File: src/rtl/dfu_pkg.sv
// Shared constants, codes and types for the DFU request state machine.
// No dependencies; imported by the controller, the datapath and the top level.
package dfu_pkg;

    localparam int TRANSFER_SIZE = 1024;
    localparam int PAGE_SIZE     = 1024;
    localparam int MAX_ERASE     = 4;

    localparam int LEN_W    = $clog2(TRANSFER_SIZE + 1);
    localparam int ERASE_W  = $clog2(MAX_ERASE + 1);
    localparam int BYTE_W   = 11;
    localparam int KB_SHIFT = 10;

    localparam logic [31:0] FLASH_BASE_RST = 32'h0800_0000;
    localparam logic [10:0] BOOT_RES_RST   = 11'd8;
    localparam logic [10:0] FLASH_KB_RST   = 11'd128;
    localparam logic [23:0] POLL_MS        = 24'd100;
    localparam logic [BYTE_W-1:0] CMDLIST_LEN = BYTE_W'(3);
    localparam logic [31:0] XFER32  = 32'(TRANSFER_SIZE);
    localparam logic [32:0] PAGE33  = 33'(PAGE_SIZE);

    // request codes
    localparam logic [3:0] CMD_DNLOAD    = 4'd0;
    localparam logic [3:0] CMD_UPLOAD    = 4'd1;
    localparam logic [3:0] CMD_GETSTATUS = 4'd2;
    localparam logic [3:0] CMD_CLRSTATUS = 4'd3;
    localparam logic [3:0] CMD_GETSTATE  = 4'd4;
    localparam logic [3:0] CMD_ABORT     = 4'd5;
    localparam logic [3:0] CMD_DETACH    = 4'd6;
    localparam logic [3:0] CMD_COMPLETE  = 4'd7;

    // DFU protocol states, specification numbering
    localparam logic [3:0] DFU_IDLE     = 4'd2;
    localparam logic [3:0] DFU_DNSYNC   = 4'd3;
    localparam logic [3:0] DFU_DNBUSY   = 4'd4;
    localparam logic [3:0] DFU_DNIDLE   = 4'd5;
    localparam logic [3:0] DFU_MANSYNC  = 4'd6;
    localparam logic [3:0] DFU_MANIFEST = 4'd7;
    localparam logic [3:0] DFU_UPIDLE   = 4'd9;
    localparam logic [3:0] DFU_ERROR    = 4'd10;

    // block-zero vendor commands
    localparam logic [7:0] OP_SETADDR = 8'h21;
    localparam logic [7:0] OP_ERASE   = 8'h41;

    // result actions
    localparam logic [3:0] ACT_STATUS  = 4'd0;
    localparam logic [3:0] ACT_STATE   = 4'd1;
    localparam logic [3:0] ACT_CMDLIST = 4'd2;
    localparam logic [3:0] ACT_UPREAD  = 4'd3;
    localparam logic [3:0] ACT_EMPTY   = 4'd4;
    localparam logic [3:0] ACT_PASS    = 4'd5;
    localparam logic [3:0] ACT_ERASE   = 4'd6;
    localparam logic [3:0] ACT_PROGRAM = 4'd7;
    localparam logic [3:0] ACT_DONE    = 4'd8;

    // configuration register indexes
    localparam logic [7:0] CFG_FLASH_BASE = 8'd0;
    localparam logic [7:0] CFG_BOOT_RES   = 8'd1;
    localparam logic [7:0] CFG_FLASH_KB   = 8'd2;
    localparam logic [7:0] CFG_ALT_PROG   = 8'd3;
    localparam logic [7:0] CFG_UPLOAD_EN  = 8'd4;

    typedef enum logic [2:0] {
        CS_IDLE,
        CS_OFFSET,
        CS_BASE,
        CS_CHECK,
        CS_COMMIT,
        CS_ERASE,
        CS_PROG,
        CS_LAST
    } ctrl_state_t;

    typedef struct packed {
        logic load_item;
        logic calc_offset;
        logic calc_base;
        logic calc_check;
        logic commit;
        logic emit_erase;
        logic emit_prog;
        logic emit_last;
    } dp_cmd_t;

    typedef struct packed {
        logic slot_free;
        logic erase_more;
        logic prog_pending;
    } dp_status_t;

endpackage

File: src/rtl/dfu_request_state_machine_unit.sv
// DFU request state machine, top level: controller plus datapath.
// One request at a time: accept, offset, base, window check, commit, then
// one result per free output slot: any erase pages, a program, then the final
// result. The fixed offset/base/check/commit sequence sets the pace.
// Reset (rst_n, async low) gives dfuIDLE, cleared pointers and default config.
module dfu_request_state_machine_unit (
    input  logic        clk,
    input  logic        rst_n,
    input  logic        in_valid,
    output logic        in_ready,
    input  logic [3:0]  command,
    input  logic [15:0] block_num,
    input  logic [15:0] length,
    input  logic [7:0]  payload_cmd,
    input  logic [31:0] payload_word,
    output logic        out_valid,
    input  logic        out_ready,
    output logic [3:0]  action,
    output logic [31:0] flash_addr,
    output logic [10:0] byte_count,
    output logic        use_alt_program,
    output logic        status_code,
    output logic [23:0] poll_timeout,
    output logic [3:0]  dev_state,
    output logic        last,
    input  logic        cfg_valid,
    output logic        cfg_ready,
    input  logic [7:0]  cfg_index,
    input  logic [31:0] cfg_data
);
    import dfu_pkg::*;

    dp_cmd_t    cmd;
    dp_status_t status;

    assign cfg_ready = 1'b1;

    dfu_ctrl u_ctrl (
        .clk      (clk),
        .rst_n    (rst_n),
        .in_valid (in_valid),
        .in_ready (in_ready),
        .cmd      (cmd),
        .status   (status)
    );

    dfu_datapath u_dp (
        .clk             (clk),
        .rst_n           (rst_n),
        .cmd             (cmd),
        .status          (status),
        .command         (command),
        .block_num       (block_num),
        .length          (length),
        .payload_cmd     (payload_cmd),
        .payload_word    (payload_word),
        .cfg_valid       (cfg_valid),
        .cfg_index       (cfg_index),
        .cfg_data        (cfg_data),
        .out_valid       (out_valid),
        .out_ready       (out_ready),
        .action          (action),
        .flash_addr      (flash_addr),
        .byte_count      (byte_count),
        .use_alt_program (use_alt_program),
        .status_code     (status_code),
        .poll_timeout    (poll_timeout),
        .dev_state       (dev_state),
        .last            (last)
    );

    // a result is only loaded into a free output slot
    a_emit_free: assert property (@(posedge clk) disable iff (!rst_n)
        (cmd.emit_erase || cmd.emit_prog || cmd.emit_last) |-> status.slot_free)
        else $error("result loaded while output slot occupied");

    a_emit_one: assert property (@(posedge clk) disable iff (!rst_n)
        $onehot0({cmd.emit_erase, cmd.emit_prog, cmd.emit_last}))
        else $error("more than one result loaded in a cycle");

    // one transaction in flight: no new request right after acceptance
    a_one_item: assert property (@(posedge clk) disable iff (!rst_n)
        (in_valid && in_ready) |=> !in_ready)
        else $error("request accepted while previous one in progress");

    a_no_emit_idle: assert property (@(posedge clk) disable iff (!rst_n)
        in_ready |-> !(cmd.emit_erase || cmd.emit_prog || cmd.emit_last))
        else $error("result loaded with no request in progress");

endmodule

File: src/rtl/dfu_ctrl.sv
// Sequencing controller: walks one request through address, window check,
// commit and result emission. Depends on dfu_pkg.
module dfu_ctrl (
    input  logic                clk,
    input  logic                rst_n,
    input  logic                in_valid,
    output logic                in_ready,
    output dfu_pkg::dp_cmd_t    cmd,
    input  dfu_pkg::dp_status_t status
);
    import dfu_pkg::*;

    ctrl_state_t state_reg, state_next;

    always_ff @(posedge clk or negedge rst_n)
    begin
        if (!rst_n)
        begin
            state_reg <= CS_IDLE;
        end
        else
        begin
            state_reg <= state_next;
        end
    end

    always_comb
    begin
        state_next = state_reg;
        cmd        = '0;
        in_ready   = 1'b0;
        unique case (state_reg)
            CS_IDLE:
            begin
                in_ready = 1'b1;
                if (in_valid)
                begin
                    cmd.load_item = 1'b1;
                    state_next    = CS_OFFSET;
                end
            end
            CS_OFFSET:
            begin
                cmd.calc_offset = 1'b1;
                state_next      = CS_BASE;
            end
            CS_BASE:
            begin
                cmd.calc_base = 1'b1;
                state_next    = CS_CHECK;
            end
            CS_CHECK:
            begin
                cmd.calc_check = 1'b1;
                state_next     = CS_COMMIT;
            end
            CS_COMMIT:
            begin
                cmd.commit = 1'b1;
                state_next = CS_ERASE;
            end
            CS_ERASE:
            begin
                // one erase per free slot; counters advance in the datapath
                if (status.erase_more)
                begin
                    cmd.emit_erase = status.slot_free;
                end
                else if (status.prog_pending)
                begin
                    state_next = CS_PROG;
                end
                else
                begin
                    state_next = CS_LAST;
                end
            end
            CS_PROG:
            begin
                if (status.slot_free)
                begin
                    cmd.emit_prog = 1'b1;
                    state_next    = CS_LAST;
                end
            end
            CS_LAST:
            begin
                if (status.slot_free)
                begin
                    cmd.emit_last = 1'b1;
                    state_next    = CS_IDLE;
                end
            end
            default:
            begin
                state_next = CS_IDLE;
            end
        endcase
    end

endmodule

File: src/rtl/dfu_datapath.sv
// Datapath: configuration and protocol registers, block address and window
// arithmetic, erase page walker and the result output register. Uses dfu_pkg.
module dfu_datapath (
    input  logic                 clk,
    input  logic                 rst_n,
    input  dfu_pkg::dp_cmd_t     cmd,
    output dfu_pkg::dp_status_t  status,
    input  logic [3:0]           command,
    input  logic [15:0]          block_num,
    input  logic [15:0]          length,
    input  logic [7:0]           payload_cmd,
    input  logic [31:0]          payload_word,
    input  logic                 cfg_valid,
    input  logic [7:0]           cfg_index,
    input  logic [31:0]          cfg_data,
    output logic                 out_valid,
    input  logic                 out_ready,
    output logic [3:0]           action,
    output logic [31:0]          flash_addr,
    output logic [10:0]          byte_count,
    output logic                 use_alt_program,
    output logic                 status_code,
    output logic [23:0]          poll_timeout,
    output logic [3:0]           dev_state,
    output logic                 last
);
    import dfu_pkg::*;

    // configuration
    logic [31:0] flash_base_reg;
    logic [10:0] boot_res_reg;
    logic [10:0] flash_kb_reg;
    logic        alt_prog_reg;
    logic        upload_en_reg;

    // protocol state
    logic [3:0]       proto_reg, proto_next;
    logic [15:0]      sv_block_reg;
    logic [LEN_W-1:0] sv_len_reg;
    logic [7:0]       sv_cmd_reg;
    logic [31:0]      sv_word_reg;
    logic [31:0]      ptr_reg, ptr_next;
    logic             save_en;

    // current request
    logic [3:0]  it_cmd_reg;
    logic [15:0] it_blk_reg;
    logic [15:0] it_len_reg;
    logic [7:0]  it_pcmd_reg;
    logic [31:0] it_word_reg;

    // address pipeline
    logic [32:0]      lo_reg, hi_reg;
    logic [31:0]      off_reg, base_reg;
    logic [LEN_W-1:0] len_reg;
    logic             ok_reg;
    logic [32:0]      page_reg, stop_reg;
    logic [ERASE_W-1:0] ecnt_reg;
    logic             job_reg, job_next;
    logic             single_reg, single_next;

    // final result of the request
    logic [3:0]        fin_act_reg, fin_act_next;
    logic [31:0]       fin_addr_reg, fin_addr_next;
    logic [BYTE_W-1:0] fin_cnt_reg, fin_cnt_next;
    logic              fin_code_reg, fin_code_next;
    logic [23:0]       fin_poll_reg, fin_poll_next;

    // output register
    logic              ov_reg;
    logic [3:0]        o_act_reg;
    logic [31:0]       o_addr_reg;
    logic [BYTE_W-1:0] o_cnt_reg;
    logic              o_alt_reg;
    logic              o_code_reg;
    logic [23:0]       o_poll_reg;
    logic [3:0]        o_state_reg;
    logic              o_last_reg;

    logic [15:0]      blk_sel;
    logic [31:0]      blk_m2;
    logic [32:0]      range_end;
    logic [LEN_W-1:0] len_clamp;
    logic [ERASE_W-1:0] ecnt_limit;
    logic             emit_any;

    assign blk_sel  = (it_cmd_reg == CMD_UPLOAD) ? it_blk_reg : sv_block_reg;
    assign blk_m2   = {16'b0, blk_sel} - 32'd2;
    assign range_end = {1'b0, base_reg} + 33'(len_reg);
    assign len_clamp = (it_len_reg > 16'(TRANSFER_SIZE)) ? LEN_W'(TRANSFER_SIZE)
                                                         : it_len_reg[LEN_W-1:0];
    assign ecnt_limit = single_reg ? ERASE_W'(1) : ERASE_W'(MAX_ERASE);
    assign emit_any   = cmd.emit_erase | cmd.emit_prog | cmd.emit_last;

    assign status.slot_free    = !ov_reg || out_ready;
    assign status.erase_more   = job_reg && (page_reg < stop_reg) && (ecnt_reg < ecnt_limit);
    assign status.prog_pending = job_reg && !single_reg;

    always_ff @(posedge clk or negedge rst_n)
    begin
        if (!rst_n)
        begin
            flash_base_reg <= FLASH_BASE_RST;
            boot_res_reg   <= BOOT_RES_RST;
            flash_kb_reg   <= FLASH_KB_RST;
            alt_prog_reg   <= 1'b0;
            upload_en_reg  <= 1'b0;
        end
        else if (cfg_valid)
        begin
            unique case (cfg_index)
                CFG_FLASH_BASE: flash_base_reg <= cfg_data;
                CFG_BOOT_RES:   boot_res_reg   <= cfg_data[10:0];
                CFG_FLASH_KB:   flash_kb_reg   <= cfg_data[10:0];
                CFG_ALT_PROG:   alt_prog_reg   <= cfg_data[0];
                CFG_UPLOAD_EN:  upload_en_reg  <= cfg_data[0];
                default:        ;
            endcase
        end
    end

    // window bounds, no wrap
    always_ff @(posedge clk)
    begin
        lo_reg <= {1'b0, flash_base_reg} + {12'b0, boot_res_reg, 10'b0};
        hi_reg <= {1'b0, flash_base_reg} + {12'b0, flash_kb_reg, 10'b0};
    end

    // request commit: new protocol state and the final result
    always_comb
    begin
        proto_next    = proto_reg;
        ptr_next      = ptr_reg;
        save_en       = 1'b0;
        job_next      = 1'b0;
        single_next   = 1'b0;
        fin_act_next  = ACT_EMPTY;
        fin_addr_next = '0;
        fin_cnt_next  = '0;
        fin_code_next = 1'b0;
        fin_poll_next = '0;
        unique case (it_cmd_reg)
            CMD_DNLOAD:
            begin
                if (it_len_reg == 16'd0)
                begin
                    proto_next = DFU_MANSYNC;
                end
                else
                begin
                    save_en    = 1'b1;
                    proto_next = DFU_DNSYNC;
                end
            end
            CMD_UPLOAD:
            begin
                proto_next = DFU_UPIDLE;
                if (it_blk_reg == 16'd0)
                begin
                    fin_act_next = ACT_CMDLIST;
                    fin_cnt_next = CMDLIST_LEN;
                end
                else if (!upload_en_reg || !ok_reg)
                begin
                    proto_next = DFU_ERROR;
                end
                else
                begin
                    fin_act_next  = ACT_UPREAD;
                    fin_addr_next = base_reg;
                    fin_cnt_next  = BYTE_W'(TRANSFER_SIZE);
                end
            end
            CMD_GETSTATUS:
            begin
                fin_act_next = ACT_STATUS;
                if (proto_reg == DFU_DNSYNC)
                begin
                    proto_next    = DFU_DNBUSY;
                    fin_poll_next = POLL_MS;
                end
                else if (proto_reg == DFU_MANSYNC)
                begin
                    proto_next = DFU_MANIFEST;
                end
                else if (proto_reg == DFU_ERROR)
                begin
                    fin_code_next = 1'b1;
                end
            end
            CMD_CLRSTATUS:
            begin
                if (proto_reg == DFU_ERROR)
                begin
                    proto_next = DFU_IDLE;
                end
            end
            CMD_GETSTATE:
            begin
                fin_act_next = ACT_STATE;
            end
            CMD_ABORT:
            begin
                proto_next = DFU_IDLE;
            end
            CMD_DETACH:
            begin
                proto_next = DFU_MANIFEST;
            end
            CMD_COMPLETE:
            begin
                fin_act_next = ACT_DONE;
                if (proto_reg == DFU_DNBUSY)
                begin
                    proto_next = DFU_DNIDLE;
                    if (sv_block_reg == 16'd0)
                    begin
                        single_next = 1'b1;
                        job_next    = (sv_cmd_reg == OP_ERASE) && ok_reg;
                        if (sv_cmd_reg == OP_SETADDR)
                        begin
                            ptr_next = sv_word_reg;
                        end
                    end
                    else
                    begin
                        job_next = ok_reg;
                    end
                end
            end
            default:
            begin
                fin_act_next = ACT_PASS;
            end
        endcase
    end

    always_ff @(posedge clk or negedge rst_n)
    begin
        if (!rst_n)
        begin
            proto_reg    <= DFU_IDLE;
            sv_block_reg <= '0;
            sv_len_reg   <= '0;
            sv_cmd_reg   <= '0;
            sv_word_reg  <= '0;
            ptr_reg      <= '0;
            job_reg      <= 1'b0;
            single_reg   <= 1'b0;
            ecnt_reg     <= '0;
            ov_reg       <= 1'b0;
        end
        else
        begin
            if (cmd.commit)
            begin
                proto_reg  <= proto_next;
                ptr_reg    <= ptr_next;
                job_reg    <= job_next;
                single_reg <= single_next;
                ecnt_reg   <= '0;
                if (save_en)
                begin
                    sv_block_reg <= it_blk_reg;
                    sv_len_reg   <= len_clamp;
                    sv_cmd_reg   <= it_pcmd_reg;
                    sv_word_reg  <= it_word_reg;
                end
            end
            if (cmd.emit_erase)
            begin
                ecnt_reg <= ecnt_reg + ERASE_W'(1);
            end
            if (cmd.emit_last)
            begin
                job_reg <= 1'b0;
            end
            if (emit_any)
            begin
                ov_reg <= 1'b1;
            end
            else if (out_ready)
            begin
                ov_reg <= 1'b0;
            end
        end
    end

    always_ff @(posedge clk)
    begin
        if (cmd.load_item)
        begin
            it_cmd_reg  <= command;
            it_blk_reg  <= block_num;
            it_len_reg  <= length;
            it_pcmd_reg <= payload_cmd;
            it_word_reg <= payload_word;
        end
        if (cmd.calc_offset)
        begin
            off_reg <= blk_m2 * XFER32;
        end
        if (cmd.calc_base)
        begin
            // block-zero erase checks its own address over one transfer
            if (it_cmd_reg == CMD_COMPLETE && sv_block_reg == 16'd0)
            begin
                base_reg <= sv_word_reg;
                len_reg  <= LEN_W'(TRANSFER_SIZE);
            end
            else
            begin
                base_reg <= ptr_reg + off_reg;
                len_reg  <= (it_cmd_reg == CMD_COMPLETE) ? sv_len_reg
                                                         : LEN_W'(TRANSFER_SIZE);
            end
        end
        if (cmd.calc_check)
        begin
            ok_reg   <= ({1'b0, base_reg} >= lo_reg) && (range_end <= hi_reg);
            stop_reg <= range_end;
            page_reg <= {1'b0, base_reg};
        end
        if (cmd.commit)
        begin
            fin_act_reg  <= fin_act_next;
            fin_addr_reg <= fin_addr_next;
            fin_cnt_reg  <= fin_cnt_next;
            fin_code_reg <= fin_code_next;
            fin_poll_reg <= fin_poll_next;
        end
        if (cmd.emit_erase)
        begin
            page_reg <= page_reg + PAGE33;
        end
        if (emit_any)
        begin
            o_state_reg <= proto_reg;
            if (cmd.emit_erase)
            begin
                o_act_reg  <= ACT_ERASE;
                o_addr_reg <= page_reg[31:0];
                o_cnt_reg  <= '0;
                o_alt_reg  <= 1'b0;
                o_code_reg <= 1'b0;
                o_poll_reg <= '0;
                o_last_reg <= 1'b0;
            end
            else if (cmd.emit_prog)
            begin
                o_act_reg  <= ACT_PROGRAM;
                o_addr_reg <= base_reg;
                o_cnt_reg  <= BYTE_W'(len_reg);
                o_alt_reg  <= alt_prog_reg;
                o_code_reg <= 1'b0;
                o_poll_reg <= '0;
                o_last_reg <= 1'b0;
            end
            else
            begin
                o_act_reg  <= fin_act_reg;
                o_addr_reg <= fin_addr_reg;
                o_cnt_reg  <= fin_cnt_reg;
                o_alt_reg  <= 1'b0;
                o_code_reg <= fin_code_reg;
                o_poll_reg <= fin_poll_reg;
                o_last_reg <= 1'b1;
            end
        end
    end

    assign out_valid       = ov_reg;
    assign action          = o_act_reg;
    assign flash_addr      = o_addr_reg;
    assign byte_count      = o_cnt_reg;
    assign use_alt_program = o_alt_reg;
    assign status_code     = o_code_reg;
    assign poll_timeout    = o_poll_reg;
    assign dev_state       = o_state_reg;
    assign last            = o_last_reg;

endmodule
File: config.mk
export PLATFORM = sky130hd
export DESIGN_NAME = dfu_request_state_machine_unit
export DESIGN_NICKNAME = d
export VERILOG_FILES = /design/src/rtl/dfu_pkg.sv /design/src/rtl/dfu_request_state_machine_unit.sv /design/src/rtl/dfu_ctrl.sv /design/src/rtl/dfu_datapath.sv
export SDC_FILE = /design/constraint.sdc
export NUM_CORES = 1
export LEC_CHECK = 0
export BUFFER_PORTS_ARGS = -buffer_cell sky130_fd_sc_hd__buf_4
export CAP_MARGIN = 20
export CELL_PAD_IN_SITES_DETAIL_PLACEMENT = 1
export CELL_PAD_IN_SITES_GLOBAL_PLACEMENT = 2
export CORE_ASPECT_RATIO = 0.7
export CORE_MARGIN = 3
export CORE_UTILIZATION = 30
export DETAILED_ROUTE_END_ITERATION = 10
export PLACE_DENSITY = 0.68
export RECOVER_POWER = 50
export SLEW_MARGIN = 20
export SYNTH_ARGS = -nofsm -noshare
export SYNTH_HDL_FRONTEND = slang
export SYNTH_SLANG_ARGS = --single-unit
File: constraint.sdc
create_clock -name clk -period 7 [get_ports clk]
set_input_delay 1.05 -clock clk [delete_from_list [all_inputs] [get_ports clk]]
set_output_delay 1.05 -clock clk [all_outputs]
set_load 0.05 [all_outputs]
==> flow_summary.json <==
{
  "outcome": "complete, but fails checks",
  "failed_checks": "max-capacitance violations, max-slew violations",
  "cts_buffers": 55,
  "die_w_um": 357,
  "final-max-slew-violation-count": 361,
  "die-area_mm2": 0.0899,
  "worstPathCellList": "ha_1 > inv_1 > fa_1 > nor2b_1 > o31ai_1 > a21oi_1 > o21ai_0 > a21oi_1 > nand4_1 > xnor2_1 > ha_1 > a21o_1 > a21o_1 > a21oi_1 > o21ai_0 > a211oi_1 > o31ai_1 > a32oi_1",
  "rsz0062_at_grt": "false",
  "drc": 0,
  "fin_ws_ps": 2090,
  "tightest_slew_ps": 2940,
  "crit_required_ps": 7480,
  "htree_levels": 2,
  "setup_viol": 0,
  "critPathSlowestCell": "a21oi_1",
  "min_period_over_period": 0.702,
  "num_rows": 89,
  "grt_pass1_vias": 18800,
  "maxCapViolCount": 9,
  "critPathLaunchType": "flip-flop",
  "drt-pass1-iter-count": 7,
  "clock_path_buffers": 3,
  "start_util": 0.305,
  "netlist_instances": 2231,
  "cp_num_buf_inv": 1,
  "syn_area_mm2": 0.0259,
  "period_minus_slack_ps": 4910,
  "dp_hpwl_mm": 57.1,
  "drive_above_1_share": 0.150,
  "slew_headroom": -0.960,
  "yosys_warnings": 0,
  "cts.clk_slew.worst_paths_ps": 70,
  "p_total_mw": 11.7,
  "ys.flop_type": "edfxtp_1",
  "grt_max_degree": 69,
  "post-place-ws_ps": 2260,
  "clockRootBuffer": "clkbuf_16",
  "post_cts_buffers": 0,
  "num_vias": 17900,
  "fin_setup_tns_ps": 0,
  "drt-initial-drc-count": 1066,
  "port_buffers": 179,
  "die_height_um": 252,
  "area_delta_synth_final_pct": 16.2,
  "peakVddDrop_mv": 0.290,
  "final_nets": 2695,
  "post_cts_resize_count": 0,
  "cpPeakStageDelay_ps": 930,
  "groute.usage.overall": 0.169,
  "grt_antenna_before_repair": 2,
  "cts_tree": "built",
  "routabilityCongestion": 0.864,
  "avgSynthCellArea_um2": 11.6,
  "hold_viol": 0,
  "coreArea_mm2": 0.0849,
  "insertion_delay_ps": 640,
  "fmax_mhz": 204,
  "leakagePower_nw": 12.4,
  "drt_wl_total_mm": 76.4,
  "skew_ps": 23.3,
  "avgViaCountPerCell": 4.97,
  "cpMostUsedCell": "a21oi_1",
  "synth_edf_count": 298,
  "crit_family": "compound AO/OA/AOI/OAI gates",
  "critPathKind": "flip-flop to flip-flop",
  "hold_slack_ps": 366,
  "arrival_ps": 5390,
  "final_antenna_net_count": 0,
  "async_reset_ff_frac": 0.322,
  "cp-end-kind": "flip-flop",
  "synth_seq_cells": 522,
  "ys_types": 82,
  "hold_buffers": 0,
  "yosysSeqAreaShare": 0.552,
  "hold_class": "flip-flop to flip-flop",
  "clkSinkCount": 522,
  "grt_pass1_wl_mm": 117,
  "grt-ovfl-total": 0,
  "fill_cells": 9255,
  "worst-path-max-fanout": 9,
  "avgRoutedWirePerCell_um": 21.2,
  "ioPinCount": 202,
  "p_per_area_mw_per_mm2": 390
}
## synthesized netlist by cell type (11+ instances only)
| cell type | n | area, µm² |
|---|---|---|
| edfxtp_1 | 298 | 8950 |
| nand2_1 | 243 | 912 |
| dfrtp_1 | 164 | 4100 |
| ha_1 | 159 | 1990 |
| inv_1 | 134 | 503 |
| mux2_2 | 105 | 1180 |
| nor2_1 | 99 | 372 |
| o21ai_0 | 91 | 455 |
| a21oi_1 | 79 | 395 |
| xnor2_1 | 66 | 578 |
| and2_1 | 62 | 388 |
| and3_1 | 61 | 382 |
| dfxtp_1 | 56 | 1120 |
| nand3_1 | 46 | 230 |
| clkbuf_1 | 43 | 161 |
| xor2_1 | 41 | 359 |
| nor3_1 | 39 | 195 |
| a21o_1 | 38 | 285 |
| nand4_1 | 34 | 213 |
| a221o_1 | 33 | 330 |
| buf_4 | 25 | 188 |
| buf_2 | 19 | 95.1 |
| nand2b_1 | 18 | 113 |
| nor2b_1 | 18 | 113 |
| mux2i_1 | 17 | 170 |
| o21a_1 | 17 | 128 |
| nor4_1 | 16 | 100 |
| nand4b_1 | 15 | 131 |
| a211oi_1 | 13 | 97.6 |
| a22o_1 | 11 | 96.3 |
| o211ai_1 | 11 | 82.6 |
| o21ai_1 | 11 | 55.1 |
| or3_1 | 11 | 68.8 |
## routing by layer
metal  vias to the layer above  wire length, µm  track usage
met3                        94             3680       0.0348
met2                       301            32500        0.251
met4                         0             1390       0.0366
met5                         -                0            0
met1                      9077            38800        0.252
li1                       8415                -            -
## per-stage QoR
step | area, µm² | instances | utilization
6_report | 30100 | 3596 | 0.354
2_1_floorplan | 25900 | 2251 | -
3_3_place_gp | 28400 | 3491 | 0.335
3_5_place_dp | 28400 | 3491 | 0.335
4_1_cts | 30400 | 3595 | 0.358
5_1_grt | 30000 | 3595 | 0.354
## placed cells by master (no fill, tap or decap), types with 56 or more instances in the layout
cell type / n
edfxtp_1: 298
and3_1: 61
ha_1: 159
clkbuf_16: 58
a21oi_1: 78
nor2_1: 99
clkbuf_1: 70
inv_1: 134
clkbuf_4: 72
mux2_2: 105
buf_4: 60
dfxtp_1: 56
o21ai_0: 91
nand2_1: 243
dfrtp_1: 164
xnor2_1: 66
## report_power, final
group	total, mW	internal (mW)	switching (mW)	leakage, nW
Clock	3.14	1.82	1.32	0.950
Sequential	4.85	4.26	0.586	5.47
Combinational	3.74	1.13	2.61	6.00
## final timing paths
path	from	endpoint	slack (ps)	cells past startpoint
setup reg to reg	u_dp.base_reg[0]$_DFFE_PP_	u_dp.ok_reg$_DFFE_PP_	2090	18
min in group asynchronous	rst_n	u_dp.flash_base_reg[28]$_DFFE_PN0P_	1370	1
hold reg to reg	u_dp.flash_base_reg[3]$_DFFE_PN0P_	u_dp.lo_reg[3]$_DFF_P_	370	0
hold / removal	u_dp.flash_base_reg[3]$_DFFE_PN0P_	u_dp.lo_reg[3]$_DFF_P_	370	0
max in group asynchronous	rst_n	u_dp.sv_block_reg[14]$_DFFE_PN0P_	2560	2
setup / recovery	u_dp.base_reg[0]$_DFFE_PP_	u_dp.ok_reg$_DFFE_PP_	2090	18
## final cells by class
| cell class | instances | area, µm² | area share |
|---|---|---|---|
| Clock inverter | 39 | 415 | 0.0138 |
| Multi-Input combinational cell | 1497 | 10700 | 0.355 |
| Inverter | 134 | 503 | 0.0167 |
| Antenna cell | 1 | 2.50 | 0.0000833 |
| Clock buffer | 65 | 1520 | 0.0505 |
| Timing Repair Buffer | 201 | 1250 | 0.0417 |
| Tap cell | 1137 | 1420 | 0.0473 |
| Sequential cell | 522 | 14300 | 0.475 |
## logic make-up after synthesis
family          synth area share
compound gates             0.103
xor+xnor                  0.0362
fa+ha+maj                 0.0800
buf+inv                   0.0401
flops                      0.552
mux                       0.0523
other cells             0.000290
simple gates               0.137
Note: power is estimated with default switching activity, not from simulation.
